File: src/rtl/mcss_pkg.sv
`default_nettype none
package mcss_pkg;

	localparam int MAX_STATES = 16;
	localparam int PROB_BITS  = 16;
	localparam int SUM_BITS   = PROB_BITS + 4;
	localparam int IDX_W      = $clog2(MAX_STATES);
	localparam int CNT_W      = $clog2(MAX_STATES + 1);
	localparam int CFG_W      = 5;
	// matrix rows first, initial distribution as one extra row at the end
	localparam int MEM_DEPTH  = (MAX_STATES + 1) * MAX_STATES;
	localparam int ADDR_W     = $clog2(MEM_DEPTH);
	localparam int INIT_BASE  = MAX_STATES * MAX_STATES;
	localparam int Q_DEPTH    = 4;
	localparam int Q_PTR_W    = $clog2(Q_DEPTH);
	localparam int Q_CNT_W    = $clog2(Q_DEPTH + 1);

	typedef enum logic [1:0] {
		OP_WRITE_INIT   = 2'd0,
		OP_WRITE_MATRIX = 2'd1,
		OP_STEP         = 2'd2,
		OP_RESTART      = 2'd3
	} op_t;

	typedef enum logic [1:0] {
		CMD_WRITE,
		CMD_STEP,
		CMD_RESTART
	} cmd_kind_t;

	typedef struct packed {
		cmd_kind_t             kind;
		logic [ADDR_W-1:0]     addr;
		logic [PROB_BITS-1:0]  value;  // table value for a write, random value for a step
	} cmd_t;

	typedef struct packed {
		logic              found;
		logic              from_initial;
		logic [IDX_W-1:0]  next_state;
	} result_t;

	typedef enum logic {
		BK_IDLE,
		BK_WALK
	} back_state_t;

endpackage
`default_nettype wire

File: src/rtl/mcss_queue.sv
`default_nettype none
module mcss_queue (
	input  logic            clk,
	input  logic            arst_n,
	input  logic            push,
	input  mcss_pkg::cmd_t  push_cmd,
	output logic            push_ready,
	output logic            pop_valid,
	output mcss_pkg::cmd_t  pop_cmd,
	input  logic            pop
);
	import mcss_pkg::*;

	cmd_t                 entry_q [Q_DEPTH];
	logic [Q_PTR_W-1:0]   wr_ptr_q;
	logic [Q_PTR_W-1:0]   rd_ptr_q;
	logic [Q_CNT_W-1:0]   count_q;
	logic                 do_push;
	logic                 do_pop;

	assign push_ready = count_q != Q_CNT_W'(Q_DEPTH);
	assign pop_valid  = count_q != '0;
	assign pop_cmd    = entry_q[rd_ptr_q];
	assign do_push    = push && push_ready;
	assign do_pop     = pop && pop_valid;

	always_ff @(posedge clk or negedge arst_n) begin
		if (!arst_n) begin
			wr_ptr_q <= '0;
			rd_ptr_q <= '0;
			count_q  <= '0;
		end else begin
			if (do_push) begin
				wr_ptr_q <= wr_ptr_q + 1'b1;
			end
			if (do_pop) begin
				rd_ptr_q <= rd_ptr_q + 1'b1;
			end
			if (do_push && !do_pop) begin
				count_q <= count_q + 1'b1;
			end else if (do_pop && !do_push) begin
				count_q <= count_q - 1'b1;
			end
		end
	end

	always_ff @(posedge clk) begin
		if (do_push) begin
			entry_q[wr_ptr_q] <= push_cmd;
		end
	end

endmodule
`default_nettype wire

File: config.mk
export PLATFORM = sky130hd
export DESIGN_NAME = mcss_queue
export DESIGN_NICKNAME = d
export VERILOG_FILES = /design/src/rtl/mcss_pkg.sv /design/src/rtl/mcss_queue.sv
export SDC_FILE = /design/constraint.sdc
export NUM_CORES = 1
export LEC_CHECK = 0
export ABC_AREA = 1
export BUFFER_PORTS_ARGS = -buffer_cell sky130_fd_sc_hd__buf_4
export CAP_MARGIN = 20
export CORE_ASPECT_RATIO = 1.4
export CORE_UTILIZATION = 57
export DETAILED_ROUTE_END_ITERATION = 8
export GPL_ROUTABILITY_DRIVEN = 0
export PLACE_DENSITY_LB_ADDON = 0.08
export SKIP_LAST_GASP = 1
export SLEW_MARGIN = 20
export SYNTH_ARGS = -nofsm -noshare
export SYNTH_HDL_FRONTEND = slang
export SYNTH_SLANG_ARGS = --single-unit
File: constraint.sdc
create_clock -name clk -period 3.27 [get_ports clk]
set_input_delay 0.4905 -clock clk [delete_from_list [all_inputs] [get_ports clk]]
set_output_delay 0.4905 -clock clk [all_outputs]
set_load 0.05 [all_outputs]
Word-level counts from Yosys, hierarchy flattened
Memories as Yosys holds them, arrays and structs flattened.
Cells that the tools add are included.

word-level totals
  register bits = 7
  RAM bits = 108
  bits of input ports = 31
  memories kept = 1

cells by class
  add/sub/neg operators = 4
  equality and inequality tests = 1
  muxes and demuxes = 4
  reductions and logical operators = 8

memories
  memory   depth  bits a word  rd ports  clocked after memory_dff  wr ports  line              source
  entry_q  4      27           1         0                         1         mcss_queue.sv:14  cmd_t entry_q [Q_DEPTH];

operators by type and width
  cell                                              count
  two-way mux 3 bit                                 2
  adder 2 x 1 -> 2 bit, second input constant       2
  logical AND 1 bit                                 4
  adder 3 x 1 -> 3 bit, second input constant       1
  != test 3 bit, second input constant              1
  nonzero test 3 bit                                1
  subtractor 3 x 1 -> 3 bit, second input constant  1
  zero test 1 bit                                   2
  two-way mux 1 bit                                 2
  nonzero test 2 bit                                1

Longest topological paths before layout
  word-level depth = 6
  gate-level depth with buffers = 12
  gate-level depth less buffers = 12

Worst setup path after synthesis
No wires, ideal clock.

  kind = reg-to-reg
  start point = register count_q[0]
  end point = memory entry_q[0][0] in the netlist's numbering, enable pin
  library setup time = 411 ps
  data arrival time = 2369 ps
  path slack = 490 ps
  cell stages (with the launch flop) = 5
  path buffers = 0
  clock period less this slack = 2780 ps
  cell sequence = dfrtp_1 -> inv_1 -> nand3_1 -> nand2_1 -> nor2_1

on the way
  longest elaborated chain between the ends = 4

RTL lines
  item                                     line              source
  start: declaration                       mcss_queue.sv:17  logic [Q_CNT_W-1:0] count_q;
  start signal: assignment                 mcss_queue.sv:40  count_q <= count_q + 1'b1;
  start signal: assignment                 mcss_queue.sv:42  count_q <= count_q - 1'b1;
  != test 3 bit                            mcss_queue.sv:21  assign push_ready = count_q != Q_CNT_W'(Q_DEPTH);
  named net push_ready                     mcss_queue.sv:7   output logic push_ready,
  logical AND 1 bit                        mcss_queue.sv:24  assign do_push = push && push_ready;
  two-way mux 1 bit                        mcss_queue.sv:48  if (do_push) begin
  two-way mux 1 bit (not written as such)  mcss_queue.sv:49  entry_q[wr_ptr_q] <= push_cmd;
  end: declaration                         mcss_queue.sv:14

The timed path passes the listed nets, and every way through them passes these cells.

==> run metrics <==
crit path cell chain=clkinv_2 -> buf_12 -> o211ai_1 -> nand2_1 -> buf_4; unique cell type count in the Yosys netlist=18; Post-Route Skew=12.4 ps; clock tree from TritonCTS=done; number of global-route vias before repair=2,814; grt met1 use=23.7%; clock sink count=115; post-detailed-routing wire length=8290 um; Clock H-tree levels=4; met3 layer usage reported by global route=6.09%; combinational power share=41.9%; shortest period the worst path allows=2420 ps; P per Cell Area=1100 mW/mm^2; area enclosed by the die boundary=0.00870 mm^2; Storage cell area=0.00342 mm^2; global-route layer with the greatest usage=met2; part of the total power dissipated in the clock network=26.9%; Flop pwr share=31.3%; switch share=40.4%; Final TNS setup=0 ps; fillers=543; delay of the slowest cell on the worst path=380 ps; initial standard-cell utilization of the core=58.6%; Iter 0 DRT Violations=228; DP HPWL=4980 um; count of unresolved DRC violations after routing=2; maximum count of clock buffers along a single path=2; Post-CTS Hold Buffers=1; pin count of the biggest net entering global routing=69; leading post-synthesis cells by cell area=sky130_fd_sc_hd__edfxtp_1 (68%), sky130_fd_sc_hd__nand2_1 (7.7%), sky130_fd_sc_hd__o211ai_1 (7.0%); Worst setup SP type=register; async set-or-reset flop fraction in the synthesized netlist=6.09%; Worst-Margin Slew=684 ps; combined area of the multi-input logic cells=0.00101 mm^2; vias after detailed routing=2,894; Req. time, crit path=2780 ps; top cell types by occurrence after synthesis=sky130_fd_sc_hd__edfxtp_1 (108), sky130_fd_sc_hd__nand2_1 (98), sky130_fd_sc_hd__inv_1 (68); Clock Pin Slew Worst Setup and Hold Paths=50 ps; maximum clock frequency=0.413 GHz; top cell type's share of synthesized area=68.3%; Port Buf Inserts=59; type of destination of the critical path=output port; arrival time of data at the critical path endpoint=1930 ps; violations in the final reports=design-rule violations; final cell count without fillers=559; setup bufs post-CTS=0; type of the most critical hold path=in -> reg; cell with the most instances after synthesis=sky130_fd_sc_hd__edfxtp_1; Layout Area Growth over Synthesis=24.6%; power spent charging and discharging nets=0.00264 W; Register-to-Register Setup Slack=1110 ps; global routing usage on met2=36.8%; Die Y-Extent=110 um; Gates resized, CTS repair=0; worst voltage drop across the vdd grid=0.682 mV; max_slew headroom=54.4%; via count normalized by instance count=5.18; number of detailed-routing iterations run before antenna repair=7; CTS root buf=sky130_fd_sc_hd__clkbuf_16; routed wirelength normalized by instance count=14.8 um; flip-flop cell with the highest count after synthesis=sky130_fd_sc_hd__edfxtp_1; # nets final=481; post-placement cell count=526; RSZ-0062 raised after global routing=false; cell count after synthesis=373; number of enable-type register cells in the synthesized netlist=108; remaining antenna violation count=0; Pleak=2.49 nW; Critical Path Slowest Stage Cell=sky130_fd_sc_hd__dfrtp_1; overall fraction of global-route tracks in use=21.2%; Post-Syn Nets=410; Final Hold Viols=0; summed instance area of the synthesized netlist=0.00475 mm^2; ratio of cells with drive above 1 in the final layout=24.1%; Diodes inserted=0; result of the run=complete, but fails checks; wire length of the first global-routing pass=13,200 um; mean area per synthesized cell=12.7 um^2; insertion delay to the later sink of the worst-skew pair=400 ps; post-synthesis sequential area ratio=72.0%; internal portion of total power=0.00390 W; count of state elements after synthesis=115; total congestion overflow=0; # IOs=60; number of slew-limit violations in the final report=0; initial antenna violation count=0; cell accounting for the most synthesized area=sky130_fd_sc_hd__edfxtp_1; Worst Path Max Fanout=68; CORE AREA=0.00810 mm^2; Layout Utilization=73.0%; fraction of the cycle the final worst path needs=74.1%; Die X-Extent=79.1 um; Crit Path Category=reg -> out; number of buffers inserted during clock tree synthesis=17; number of maximum-capacitance violations=0; endpoints failing setup=0; Syn. warnings=0; total number of placement rows=39
==> layout make-up <==
class                      instances  share of cell area (%)
sequential                       115                    57.8
multi-input combinational        172                    17.0
timing repair buffer              68                    8.88
clock buffer                      19                    7.32
inverter                          70                    4.46
clock inverter                    13                    2.39
tap                              102                    2.16
==> worst max-delay path, delay by kind of cell, from the launching register on <==
| family | cells | cell delay, ps |
|---|---|---|
| buf+inv | 3 | 800 |
| compound gates | 1 | 210 |
| simple gates | 1 | 100 |
| flops | 1 | 380 |
==> registers in the layout, summed over array words and instances (netlist names) <==
register  count
entry_q     108
wr_ptr_q      2
rd_ptr_q      2
count_q       3
==> power groups by stage <==
stage                     Clock (W)  Combinational [W]  Sequential [W]
after floorplan                   0            0.00199         0.00206
after CTS                   0.00178            0.00276         0.00205
after detailed placement          0            0.00275         0.00207
final                       0.00175            0.00274         0.00204
after global placement            0            0.00271         0.00206
after global routing        0.00185            0.00296         0.00207
==> worst paths after layout <==
| check | startpoint | endpoint | cells past startpoint |
|---|---|---|---|
| setup / recovery | rd_ptr_q[0] | pop_cmd[5] | 5 |
| hold / removal | push_cmd[8] | entry_q[0][8] | 1 |
| setup reg to reg | count_q[0] | count_q[1] | 9 |
| hold reg to reg | count_q[2] | count_q[2] | 2 |
| max in group asynchronous | arst_n | rd_ptr_q[1] | 2 |
| min in group asynchronous | arst_n | count_q[2] | 2 |
==> per-layer routing <==
| metal | vias to the layer above | routed length [um] |
|---|---|---|
| li1 | 1421 | - |
| met1 | 1386 | 3280 |
| met2 | 71 | 4470 |
| met3 | 16 | 364 |
| met4 | 0 | 178 |
| met5 | - | 0 |
==> stage by stage <==
step / setup slack [ps] / power [W] / cell area [um^2] / hold WS [ps]
floorplan: 490 / 0.00405 / 4750 / 195
global placement: 1230 / 0.00477 / 5330 / 309
detailed placement: 1110 / 0.00482 / 5330 / 312
CTS: 842 / 0.00658 / 5920 / 276
global route: 690 / 0.00688 / 5920 / 275
finish: 846 / 0.00654 / 5920 / 283
==> cell usage in the layout, fill, tap and decap left out <==
cell type	count
sky130_fd_sc_hd__edfxtp_1	108
sky130_fd_sc_hd__nand2_1	98
sky130_fd_sc_hd__inv_1	68
sky130_fd_sc_hd__buf_4	66
sky130_fd_sc_hd__o211ai_1	44
sky130_fd_sc_hd__clkbuf_16	17
sky130_fd_sc_hd__o211ai_2	10
sky130_fd_sc_hd__nand3_1	7
sky130_fd_sc_hd__dfrtp_1	7
sky130_fd_sc_hd__clkinv_2	6
sky130_fd_sc_hd__ha_1	5
sky130_fd_sc_hd__nor2_4	4
sky130_fd_sc_hd__clkinv_1	3
sky130_fd_sc_hd__bufinv_16	3
sky130_fd_sc_hd__clkbuf_1	2
sky130_fd_sc_hd__clkinvlp_4	2
sky130_fd_sc_hd__inv_2	1
sky130_fd_sc_hd__o21ai_0	1
sky130_fd_sc_hd__xnor2_1	1
sky130_fd_sc_hd__nand4_1	1
sky130_fd_sc_hd__fa_1	1
sky130_fd_sc_hd__dlygate4sd3_1	1
sky130_fd_sc_hd__buf_12	1
==> kinds of logic after synthesis <==
family,Yosys count,synth area share (%)
adders and majority gates,6,1.74
buffers and inverters,86,7.43
AOI/OAI and AO/OA,55,9.70
DFF,115,72.0
and+or+nand+nor,110,8.94
xor gates and xnor gates,1,0.185
Power figures use the tool's default switching activity.
