===== config.mk =====
export PLATFORM = sky130hd
export DESIGN_NAME = mcss_front
export DESIGN_NICKNAME = d
export VERILOG_FILES = /design/src/rtl/mcss_pkg.sv /design/src/rtl/mcss_front.sv
export SDC_FILE = /design/constraint.sdc
export NUM_CORES = 1
export LEC_CHECK = 0
export ABC_AREA = 1
export ABC_CLOCK_PERIOD_IN_PS = 2360
export BUFFER_PORTS_ARGS = -buffer_cell sky130_fd_sc_hd__buf_4
export CAP_MARGIN = 20
export CORE_MARGIN = 3
export CORE_UTILIZATION = 37
export CTS_CLUSTER_SIZE = 14
export DETAILED_ROUTE_END_ITERATION = 8
export GPL_ROUTABILITY_DRIVEN = 0
export PLACE_DENSITY = 0.74
export SYNTH_ARGS = -nofsm -noshare
export SYNTH_HDL_FRONTEND = slang
export SYNTH_SLANG_ARGS = --single-unit

===== constraint.sdc =====
create_clock -name clk -period 2.36 [get_ports clk]
set_clock_uncertainty 0.15 [all_clocks]
set_input_delay 0.118 -clock clk [delete_from_list [all_inputs] [get_ports clk]]
set_output_delay 0.118 -clock clk [all_outputs]
set_load 0.01 [all_outputs]

===== src/rtl/mcss_pkg.sv =====
`default_nettype none
package mcss_pkg;

	localparam int MAX_STATES = 16;
	localparam int PROB_BITS  = 16;
	localparam int SUM_BITS   = PROB_BITS + 4;
	localparam int IDX_W      = $clog2(MAX_STATES);
	localparam int CNT_W      = $clog2(MAX_STATES + 1);
	localparam int CFG_W      = 5;
	// matrix rows first, initial distribution as one extra row at the end
	localparam int MEM_DEPTH  = (MAX_STATES + 1) * MAX_STATES;
	localparam int ADDR_W     = $clog2(MEM_DEPTH);
	localparam int INIT_BASE  = MAX_STATES * MAX_STATES;
	localparam int Q_DEPTH    = 4;
	localparam int Q_PTR_W    = $clog2(Q_DEPTH);
	localparam int Q_CNT_W    = $clog2(Q_DEPTH + 1);

	typedef enum logic [1:0] {
		OP_WRITE_INIT   = 2'd0,
		OP_WRITE_MATRIX = 2'd1,
		OP_STEP         = 2'd2,
		OP_RESTART      = 2'd3
	} op_t;

	typedef enum logic [1:0] {
		CMD_WRITE,
		CMD_STEP,
		CMD_RESTART
	} cmd_kind_t;

	typedef struct packed {
		cmd_kind_t             kind;
		logic [ADDR_W-1:0]     addr;
		logic [PROB_BITS-1:0]  value;  // table value for a write, random value for a step
	} cmd_t;

	typedef struct packed {
		logic              found;
		logic              from_initial;
		logic [IDX_W-1:0]  next_state;
	} result_t;

	typedef enum logic {
		BK_IDLE,
		BK_WALK
	} back_state_t;

endpackage
`default_nettype wire


===== src/rtl/mcss_front.sv =====
`default_nettype none
module mcss_front (
	input  logic                          clk,
	input  logic                          arst_n,
	input  logic                          s_tvalid,
	output logic                          s_tready,
	input  logic [39:0]                   s_tdata,
	input  logic [1:0]                    s_tuser,
	output logic                          push,
	output mcss_pkg::cmd_t                push_cmd,
	input  logic                          push_ready
);
	import mcss_pkg::*;

	logic                  cmd_v_q;
	cmd_t                  cmd_q;
	cmd_t                  cmd_d;
	op_t                   op;
	logic [IDX_W-1:0]      row;
	logic [IDX_W-1:0]      column;
	logic [PROB_BITS-1:0]  probability;
	logic [PROB_BITS-1:0]  random_fraction;

	assign op              = op_t'(s_tuser);
	assign row             = s_tdata[3:0];
	assign column          = s_tdata[7:4];
	assign probability     = s_tdata[23:8];
	assign random_fraction = s_tdata[39:24];

	assign s_tready = !cmd_v_q || push_ready;
	assign push     = cmd_v_q;
	assign push_cmd = cmd_q;

	always_comb begin
		cmd_d.kind  = CMD_WRITE;
		cmd_d.addr  = ADDR_W'(row) * ADDR_W'(MAX_STATES) + ADDR_W'(column);
		cmd_d.value = probability;
		case (op)
			OP_WRITE_INIT: begin
				cmd_d.addr = ADDR_W'(INIT_BASE) + ADDR_W'(column);
			end
			OP_WRITE_MATRIX: begin
				cmd_d.kind = CMD_WRITE;
			end
			OP_STEP: begin
				cmd_d.kind  = CMD_STEP;
				cmd_d.value = random_fraction;
			end
			OP_RESTART: begin
				cmd_d.kind = CMD_RESTART;
			end
			default: begin
				cmd_d.kind = CMD_RESTART;
			end
		endcase
	end

	always_ff @(posedge clk or negedge arst_n) begin
		if (!arst_n) begin
			cmd_v_q <= 1'b0;
		end else if (s_tvalid && s_tready) begin
			cmd_v_q <= 1'b1;
		end else if (push_ready) begin
			cmd_v_q <= 1'b0;
		end
	end

	always_ff @(posedge clk) begin
		if (s_tvalid && s_tready) begin
			cmd_q <= cmd_d;
		end
	end

endmodule
`default_nettype wire


# == Yosys cells after proc, flatten, opt, wreduce, memory -nomap -nowiden ==
# Cells that the tools add are included.
# op_classes
addsub,2
multipliers,0
div,0
order_cmp,0
n_eq_ne,2
n_shift,0
mux,5
bitwise,0
n_reduce_logical,5
# op_table
op,count
2-to-1 mux 16 bit,1
adder 8 x 4 -> 9 bit,1
"adder 9 x 4 -> 9 bit, first input constant",1
2-to-1 mux 9 bit,1
"== test 2 bit, second input constant",2
case mux 2 bit (2 select lines),1
logical NOT 2 bit,1
2-to-1 mux 1 bit,2
nonzero test 2 bit,1
logical AND 1 bit,1
logical NOT 1 bit,1
logical OR 1 bit,1
# totals
reg_bits,28
latchBits,0
ram_bits,0
rom_bits,0
out_inout_bits,29
memories,0

# == Depth between registers and ports, before layout ==
# Gate-level depths: netlist of the first run.
# logic_depth
depth_word,4
ltp_mapped,5

# == Worst setup path after synthesis of the first run ==
# Ideal clock, no wire load.
# synth_timing
kind,register to register
startpoint,"register cmd_v_q, in the netlist push"
endpoint,"register cmd_q, in the netlist push_cmd[0], enable pin"
setup_time_ns,0.420
arrival_ns,1.800
required_time_ns,1.790
path_slack_ns,-0.010
stages_incl_launch_ff,2
cell_sequence,dfrtp_1 a21oi_1
# synth_between
elab_chain_len,3
# synth_rtl
item,line,rtl
start: declaration,mcss_front.sv:15,logic cmd_v_q;
start signal: assignment,mcss_front.sv:60,cmd_v_q <= 1'b0;
start signal: assignment,mcss_front.sv:62,cmd_v_q <= 1'b1;
start signal: assignment,mcss_front.sv:64,cmd_v_q <= 1'b0;
logical NOT 1 bit,mcss_front.sv:30,assign s_tready = !cmd_v_q || push_ready;
logical OR 1 bit,mcss_front.sv:30,
logical AND 1 bit,mcss_front.sv:69,if (s_tvalid && s_tready) begin
end signal: assignment,mcss_front.sv:70,cmd_q <= cmd_d;
end: declaration,mcss_front.sv:16,cmd_t cmd_q;
# No other way between the ends.
# A chain may end at the register's enable or synchronous reset.

==> results.cfg, run 1 <==
[run_status]
status = completed

[finish]
utilization = 0.774
syn_to_final_growth_pct = 91.4
nets = 266
final_cell_mix = buf_4, dlygate4sd3_1, nand2_1
drive_gt1_frac = 0.374
antenna_cells = 0
fillers = 183
final_common_cell = buf_4
design_area_mm2 = 0.00221

[logic_synthesis]
synth_largest_area_cell = edfxtp_1
synthCells = 99
synthesis.nets = 145
synth_area_per_cell_um2 = 11.7
yosys.area.top_type_share = 0.703
seq_area_frac_synth = 0.725
ys_top_cells_by_area = edfxtp_1, nand2_1, nand3_1, inv_1, dfrtp_1
ys_ff_latch = 28
ys_types = 11
yosysWarnings = 0
syn_area_mm2 = 0.00115

[global_route]
antenna_found_initial = 0
grt_pass1_vias = 1101
gr-usage-met1 = 0.189
gr-usage-all-layers = 0.182
busiest_layer = met2
grt_max_degree = 28
grt_pass1_wl_mm = 4.93
gr-total-overflow = 0
use_met3 = 0.0186
grt_util_met2 = 0.360

[clocking]
cts_hold_buf = 45
htree_num_levels = 1
post_cts_buffers = 0
cts-resized-gates = 0
clock-sinks = 28
numCtsBuffers = 3
clk_pin_slew_ns = 0.15
cts_buffer_depth = 2
tritoncts = done
clk_latency_ns = 0.32
clockRootBuffer = clkbuf_4

[timing]
hold_viol = 0
max_freq_mhz = 480
rsz0062_at_grt = false
slew_headroom = 0.774
fin_crit_ns = 2.08
finalSetupViolations = 0
finalMaxSlewViolations = 0
holdWs_ns = 0.0793
tightestPinTransition_ns = 0.339
period_share = 0.882
tns_ns = 0

[detailed_routing]
drtPass1Iterations = 4
drt-total-wl_mm = 3.57
drtIter0Drc = 60
drc = 0
vias = 1171
wl_per_cell_um = 14.3
ant_nets = 0
via_per_inst = 4.68

[floorplanning]
die_x_um = 61.8
fp-row-count = 19
core_mm2 = 0.00285
io_pins = 75
die_area_mm2 = 0.00382
die_h_um = 61.8
initial_core_util = 0.404

[pwr]
vdd_drop_max_mv = 0.302
power.density_mw_per_mm2 = 488
p_leak_nw = 1.06

[placed_design]
dp_hpwl_mm = 2.10
placed_area_mm2 = 0.00172
io_buffers = 74

[critical_path]
crit_path_start = s_tuser[0]
crit_buf_inv = 4
worstPathArrival_ns = 2.02
max_stage_delay_ns = 0.56
worst-path-stages = 7
cp.required_ns = 2.30
cpLargestDelayFamily = buffers and inverters
path_class = input port to flip-flop
crit_end = push_cmd[11]
cp_max_fo = 17
rr_startpoint = push
r2r-end = push_cmd[4]
worst_setup_path_end_kind = flip-flop
rr_worst_depth = 2
cp-start-kind = input port
path_cells = dlygate4sd3_1 -> buf_4 -> inv_2 -> nand2_4 -> nand2_1 -> nand2_1 -> dlygate4sd3_1
rrSetupSlack_ns = 0.97
cpMaxStageDelayCell = dlygate4sd3_1

[min_path]
min_path_type = input port to flip-flop

[job]
maxCapViolations = 0
metrics by stage:
stage                     total power, mW  worst slack [ns]  cells
after floorplan                     0.674             0.585     99
after global placement              0.781              1.04    201
after detailed placement            0.786             0.993    201
after CTS                            1.08             0.372    250
after global routing                 1.12             0.223    250
final                                1.08             0.279    250
worst min path at each step:
stage / start / depth (start not counted) / to / slack (ns)
after floorplan: arst_n / 0 / push / -0.33
after global placement: arst_n / 1 / push / -0.26
after detailed placement: arst_n / 1 / push / -0.26
after CTS: s_tuser[1] / 3 / push_cmd[26] / 0.06
after global routing: s_tuser[1] / 3 / push_cmd[26] / 0.10
final: s_tuser[1] / 3 / push_cmd[26] / 0.08
worst reg2reg max path: cells and delay by family (launching register included):
kind | cells | cell delay [ns]
flip-flops | 1 | 0.44
buffers and inverters | 1 | 0.33
AO/OA/AOI/OAI | 1 | 0.14
synthesized netlist by cell type:
cell type	instances
inv_1	8
nand2_4	1
inv_2	1
edfxtp_1	27
buf_6	2
buf_4	2
nand3_1	16
dfrtp_1	1
nand2_1	35
a21oi_1	1
nor2_1	5
cell type report:
cell class	instances	area, um2	area share
clock buffer	4	36.3	0.0164
inverter	9	33.8	0.0153
multi-input combinational	58	250	0.113
sequential	28	836	0.378
tap	31	38.8	0.0176
timing repair buffer	120	1010	0.459
state kept, by name, indices dropped and copies added, names as in the netlist:
register,cells
push,1
push_cmd,27
cell families after synthesis:
logic type | Yosys count | share of synthesized area
AO/OA/AOI/OAI | 1 | 0.00433
buffers and inverters | 13 | 0.0618
flip-flops | 28 | 0.725
AND/OR/NAND/NOR | 57 | 0.209
routing by layer:
metal	up-vias	share of wire
met5	-	0
met4	0	0.016
met3	6	0.060
met2	59	0.57
met1	537	0.36
li1	569	-
where the power goes:
group | leakage [nW] | internal (mW) | total [mW] | switching (mW)
Combinational | 0.767 | 0.157 | 0.257 | 0.0998
Clock | 0.0210 | 0.0943 | 0.228 | 0.133
Sequential | 0.271 | 0.584 | 0.593 | 0.00963
Total | 1.06 | 0.835 | 1.08 | 0.243
Power figures use the tool's default switching activity.
==> run 2, diff against run 1 <==
Settings changed: RECOVER_POWER set to 50.
==> run 2 against run 1 <==
  * First-iteration DRC count decreased by 17%
  * Non-clock buffer count is the same
  * Cell area is 5.2% lower
  * Die area is the same
  * Worst setup slack improved by 0.015 ns
  * Clock power barely moved
  * Global-route usage is the same
  * Fmax increased by 0.74%
  * Hold slack gained 0.0089 ns
  * Sequential power hardly changed
  * Flip-flop and latch count stayed put
  * Total power shrank 2.2%
  * Critical path type unchanged
  * Critical endpoint unchanged
==> results.cfg, run 2 (synthesis gave the netlist of run 1 again) <==
[floorplanning]
die_x_um = 61.8
die_h_um = 61.8
core_mm2 = 0.00285
io_pins = 75
initial_core_util = 0.404
fp-row-count = 19
die_area_mm2 = 0.00382

[finish]
final_cell_mix = dlygate4sd3_1, buf_4, nand2_1
nets = 266
antenna_cells = 0
final_common_cell = dlygate4sd3_1
syn_to_final_growth_pct = 81.5
drive_gt1_frac = 0.237
largest_reg_flops = 27
design_area_mm2 = 0.00209

[pwr]
power.density_mw_per_mm2 = 503
p_leak_nw = 0.948
p_total_mw = 1.05
vdd_drop_max_mv = 0.283

[timing]
holdWs_ns = 0.0882
finalMaxSlewViolations = 0
hold_viol = 0
fin_crit_ns = 2.07
finalSetupViolations = 0
slew_headroom = 0.561
rsz0062_at_grt = false
period_share = 0.876
tns_ns = 0
max_freq_mhz = 484
tightestPinTransition_ns = 0.659

[min_path]
holdPathEnd = push_cmd[26]
hold_depth = 3
worstHoldStart = s_tuser[1]
min_path_type = input port to flip-flop

[critical_path]
cp.required_ns = 2.31
rrSetupSlack_ns = 0.73
worst_setup_path_end_kind = flip-flop
rr_worst_depth = 2
crit_path_start = s_tuser[0]
r2r-end = push_cmd[1]
worstPathArrival_ns = 2.01
rr_startpoint = push
cp-start-kind = input port
path_class = input port to flip-flop
cp_max_fo = 17

[placed_design]
io_buffers = 74
placed_area_mm2 = 0.00172
dp_hpwl_mm = 2.10

[global_route]
antenna_found_initial = 0
gr-total-overflow = 0
grt_util_met2 = 0.360
use_met3 = 0.0186
gr-usage-met1 = 0.189
grt_pass1_wl_mm = 4.93
gr-usage-all-layers = 0.182
busiest_layer = met2
grt_pass1_vias = 1101
grt_max_degree = 28

[clocking]
cts_buffer_depth = 2
clk_pin_slew_ns = 0.15
cts-resized-gates = 0
numCtsBuffers = 3
clock-sinks = 28
clk_latency_ns = 0.33
htree_num_levels = 1
tritoncts = done
clockRootBuffer = clkbuf_4

[detailed_routing]
drc = 0
vias = 1176
drtPass1Iterations = 4
drtIter0Drc = 50
via_per_inst = 4.70
wl_per_cell_um = 14.4
ant_nets = 0
drt-total-wl_mm = 3.59

[run_status]
status = completed

[job]
maxCapViolations = 0
==> run 2: changes by cell type in the layout (fill, tap and decap cells not counted) <==
cell      change
buf_4        -36
clkbuf_1     +30
clkbuf_2      +1
clkbuf_4      +5
==> run 2: area by class of cell <==
type                            count  area, um2
Inverter                            9       33.8
Multi-Input combinational cell     58        250
Tap cell                           31       38.8
Sequential cell                    28        836
Fill cell                         219        759
Timing Repair Buffer              120        898
Clock buffer                        4       36.3
==> run 2: report_power, final <==
group | total (mW) | internal [mW] | switching [mW] | leakage [nW]
Combinational | 0.231 | 0.131 | 0.100 | 0.656
Clock | 0.229 | 0.0944 | 0.135 | 0.0210
Sequential | 0.593 | 0.584 | 0.00908 | 0.271
==> run 2: repair_timing <==
item,in CTS,in global routing
hold buffers,45,0
buffers inserted,0,0
endpoints found under the hold margin,28,0
==> run 2: metal layers <==
| layer | up-vias | wire length [um] |
|---|---|---|
| met1 | 546 | 1300 |
| met5 | - | 0 |
| met3 | 6 | 190 |
| met4 | 0 | 48 |
| met2 | 55 | 2050 |
| li1 | 569 | - |
==> run 2: critical path: stages <==
cell and delay (ns):
dlygate4sd3_1 0.54, clkbuf_1 0.13, inv_2 0.24, nand2_4 0.20
nand2_1 0.14, nand2_1 0.07, dlygate4sd3_1 0.56
==> run 2: per-stage QoR <==
step                      setup WS [ns]  instances   util
final                             0.294        250  0.734
after detailed placement          0.993        201  0.604
after CTS                         0.372        250  0.774
after floorplan                   0.585         99      -
after global routing              0.232        250  0.734
after global placement             1.04        201  0.604
==> run 2: worst max path at each step <==
stage,endpoint,slack (ns),cells after the start
6_report,push_cmd[11],0.29,7
2_1_floorplan,push_cmd[0],0.58,1
3_3_place_gp,push_cmd[22],1.04,2
5_1_grt,push_cmd[11],0.23,7
3_5_place_dp,push_cmd[21],0.99,2
4_1_cts,push_cmd[1],0.37,7
==> run 3, diff against run 2 <==
Settings changed: ABC_AREA 1 to 0, PLACE_DENSITY 0.74 to 0.75.
==> run 3 against run 2 <==
  * Fmax decreased by 2.9%
  * Routed wire length is 15% lower
  * Sequential power hardly changed
  * Largest cell class unchanged
  * Synthesized cell count decreased by 43%
  * Die area decreased by 0.29%
==> results.cfg, run 3 <==
[global_route]
grt_max_degree = 28
gr-total-overflow = 0
antenna_found_initial = 0
gr-usage-all-layers = 0.165
grt_pass1_vias = 998
grt_pass1_wl_mm = 4.49

[finish]
syn_to_final_growth_pct = 84.3
antenna_cells = 0
regArea_um2 = 836
multi_input_area_um2 = 283
final_cell_mix = dlygate4sd3_1, buf_4, clkbuf_1
drive_gt1_frac = 0.376
nets = 228
final_common_cell = dlygate4sd3_1
largest_reg_flops = 27
fillers = 221

[detailed_routing]
wl_met1_mm = 1.08
routed.top_layer = met4
ant_nets = 0
drt-total-wl_mm = 3.07
via_per_inst = 4.57
vias = 968
wl_met3_um = 170
drtPass1Iterations = 2
drtIter0Drc = 18
wl_met2_mm = 1.76
drc = 0
wl_per_cell_um = 14.5

[floorplanning]
fp-row-count = 19
core_mm2 = 0.00285
die_x_um = 61.7
initial_core_util = 0.403
die_h_um = 61.7
die_area_mm2 = 0.00381
io_pins = 75

[logic_synthesis]
synthFlopType = edfxtp_1
synthCells = 56
synth_area_per_cell_um2 = 20.5
syn_area_mm2 = 0.00115
ys_async_sr_fraction = 0.0357
synth_edf_count = 27
synth_largest_area_cell = edfxtp_1
yosys.area.top_type_share = 0.705
ys_types = 12
synthesis.nets = 102
ys_ff_latch = 28
ys_top_cells_by_count = edfxtp_1, mux2_4, mux2_2
ys_top_cells_by_area = edfxtp_1, mux2_4, mux2_2, dfrtp_1, nor2b_1
yosysWarnings = 0
yosysMostFrequentCell = edfxtp_1
seq_area_frac_synth = 0.727

[critical_path]
cp-start-kind = input port
crit_path_start = s_tuser[1]
worstPathArrival_ns = 2.06
cp_max_fo = 12
rr_startpoint = push
path_class = input port to flip-flop
cp.required_ns = 2.29
worst_setup_path_end_kind = flip-flop

[job]
maxCapViolations = 0

[placed_design]
io_buffers = 74

[timing]
rsz0062_at_grt = false
tns_ns = 0
slew_headroom = 0.563
finalMaxSlewViolations = 0
tightestPinTransition_ns = 0.656
hold_viol = 0
holdWs_ns = 0.0234
max_freq_mhz = 470
fin_crit_ns = 2.13
finalSetupViolations = 0
period_share = 0.901

[run_status]
status = completed

[pwr]
power.density_mw_per_mm2 = 478
p_leak_nw = 0.865
vdd_drop_max_mv = 0.225

[min_path]
min_path_type = input port to flip-flop
worstHoldStart = s_tuser[0]

[clocking]
numCtsBuffers = 3
clk_pin_slew_ns = 0.14
htree_num_levels = 1
clk_latency_ns = 0.31
clock-sinks = 28
cts_buffer_depth = 2
tritoncts = done
clockRootBuffer = clkbuf_4
cts-resized-gates = 0
## run 3: changes by cell type after synthesis, moves of 2 or more
cell	previous run	this run
nor2b_1	0	4
mux2_2	0	7
buf_4	2	0
inv_1	8	0
mux2_4	0	9
nand2_1	35	0
nor2_1	5	1
nand3_1	16	0
nand2b_1	0	2
## run 3: layout make-up
class | count | share of cell area
Clock buffer | 3 | 0.0106
Timing Repair Buffer | 123 | 0.442
Tap cell | 31 | 0.0183
Clock inverter | 1 | 0.00177
Sequential cell | 28 | 0.394
Multi-Input combinational cell | 26 | 0.133
## run 3: repair_timing
action                                 CTS  global route
setup buffers                            0             2
setup endpoints to repair                0             3
hold buffers                            46             0
endpoints found under the hold margin   28             0
## run 3: metrics by stage
stage	total power [mW]	util	instances	area (um2)	setup slack, ns
floorplan	0.676	-	56	1150	0.549
global route	1.06	0.743	212	2120	0.184
CTS	1.04	0.774	210	2210	0.0694
finish	1.01	0.743	212	2120	0.233
detailed placement	0.784	0.603	160	1720	0.793
global placement	0.779	0.603	160	1720	0.823
## run 3: kinds of logic (layout without fill, tap and decap cells)
logic type | Yosys count | count (layout) | synth area share
buffers and inverters | 2 | 127 | 0.0272
DFF | 28 | 28 | 0.727
muxes | 16 | 16 | 0.186
and+or+nand+nor | 10 | 10 | 0.0598
## run 3: path summary, 6_finish.rpt
check                                    end  slack, ns  cells past startpoint
min in group asynchronous               push       0.50                      3
worst max register to register  push_cmd[18]       0.68                      3
worst min-delay path            push_cmd[24]       0.02                      2
max in group asynchronous               push       1.46                      3
worst min register to register          push       0.96                      3
worst max-delay path             push_cmd[2]       0.23                      6
## run 3: critical path: stages
cell,delay (ns)
dlygate4sd3_1,0.52
clkbuf_1,0.16
nor2b_4,0.20
buf_12,0.15
mux2_2,0.34
dlygate4sd3_1,0.56
## run 3: power by group
group | total [mW] | internal, mW | switching [mW]
sequential | 0.592 | 0.583 | 0.00875
clock | 0.189 | 0.0618 | 0.128
combinational | 0.232 | 0.152 | 0.0805
total | 1.01 | 0.797 | 0.217
## run 3: metal layers
metal / track usage / vias up
met2: 0.345 / 40
met3: 0.0165 / 4
met5: 0 / -
met1: 0.160 / 463
li1: - / 461
met4: 0.0636 / 0
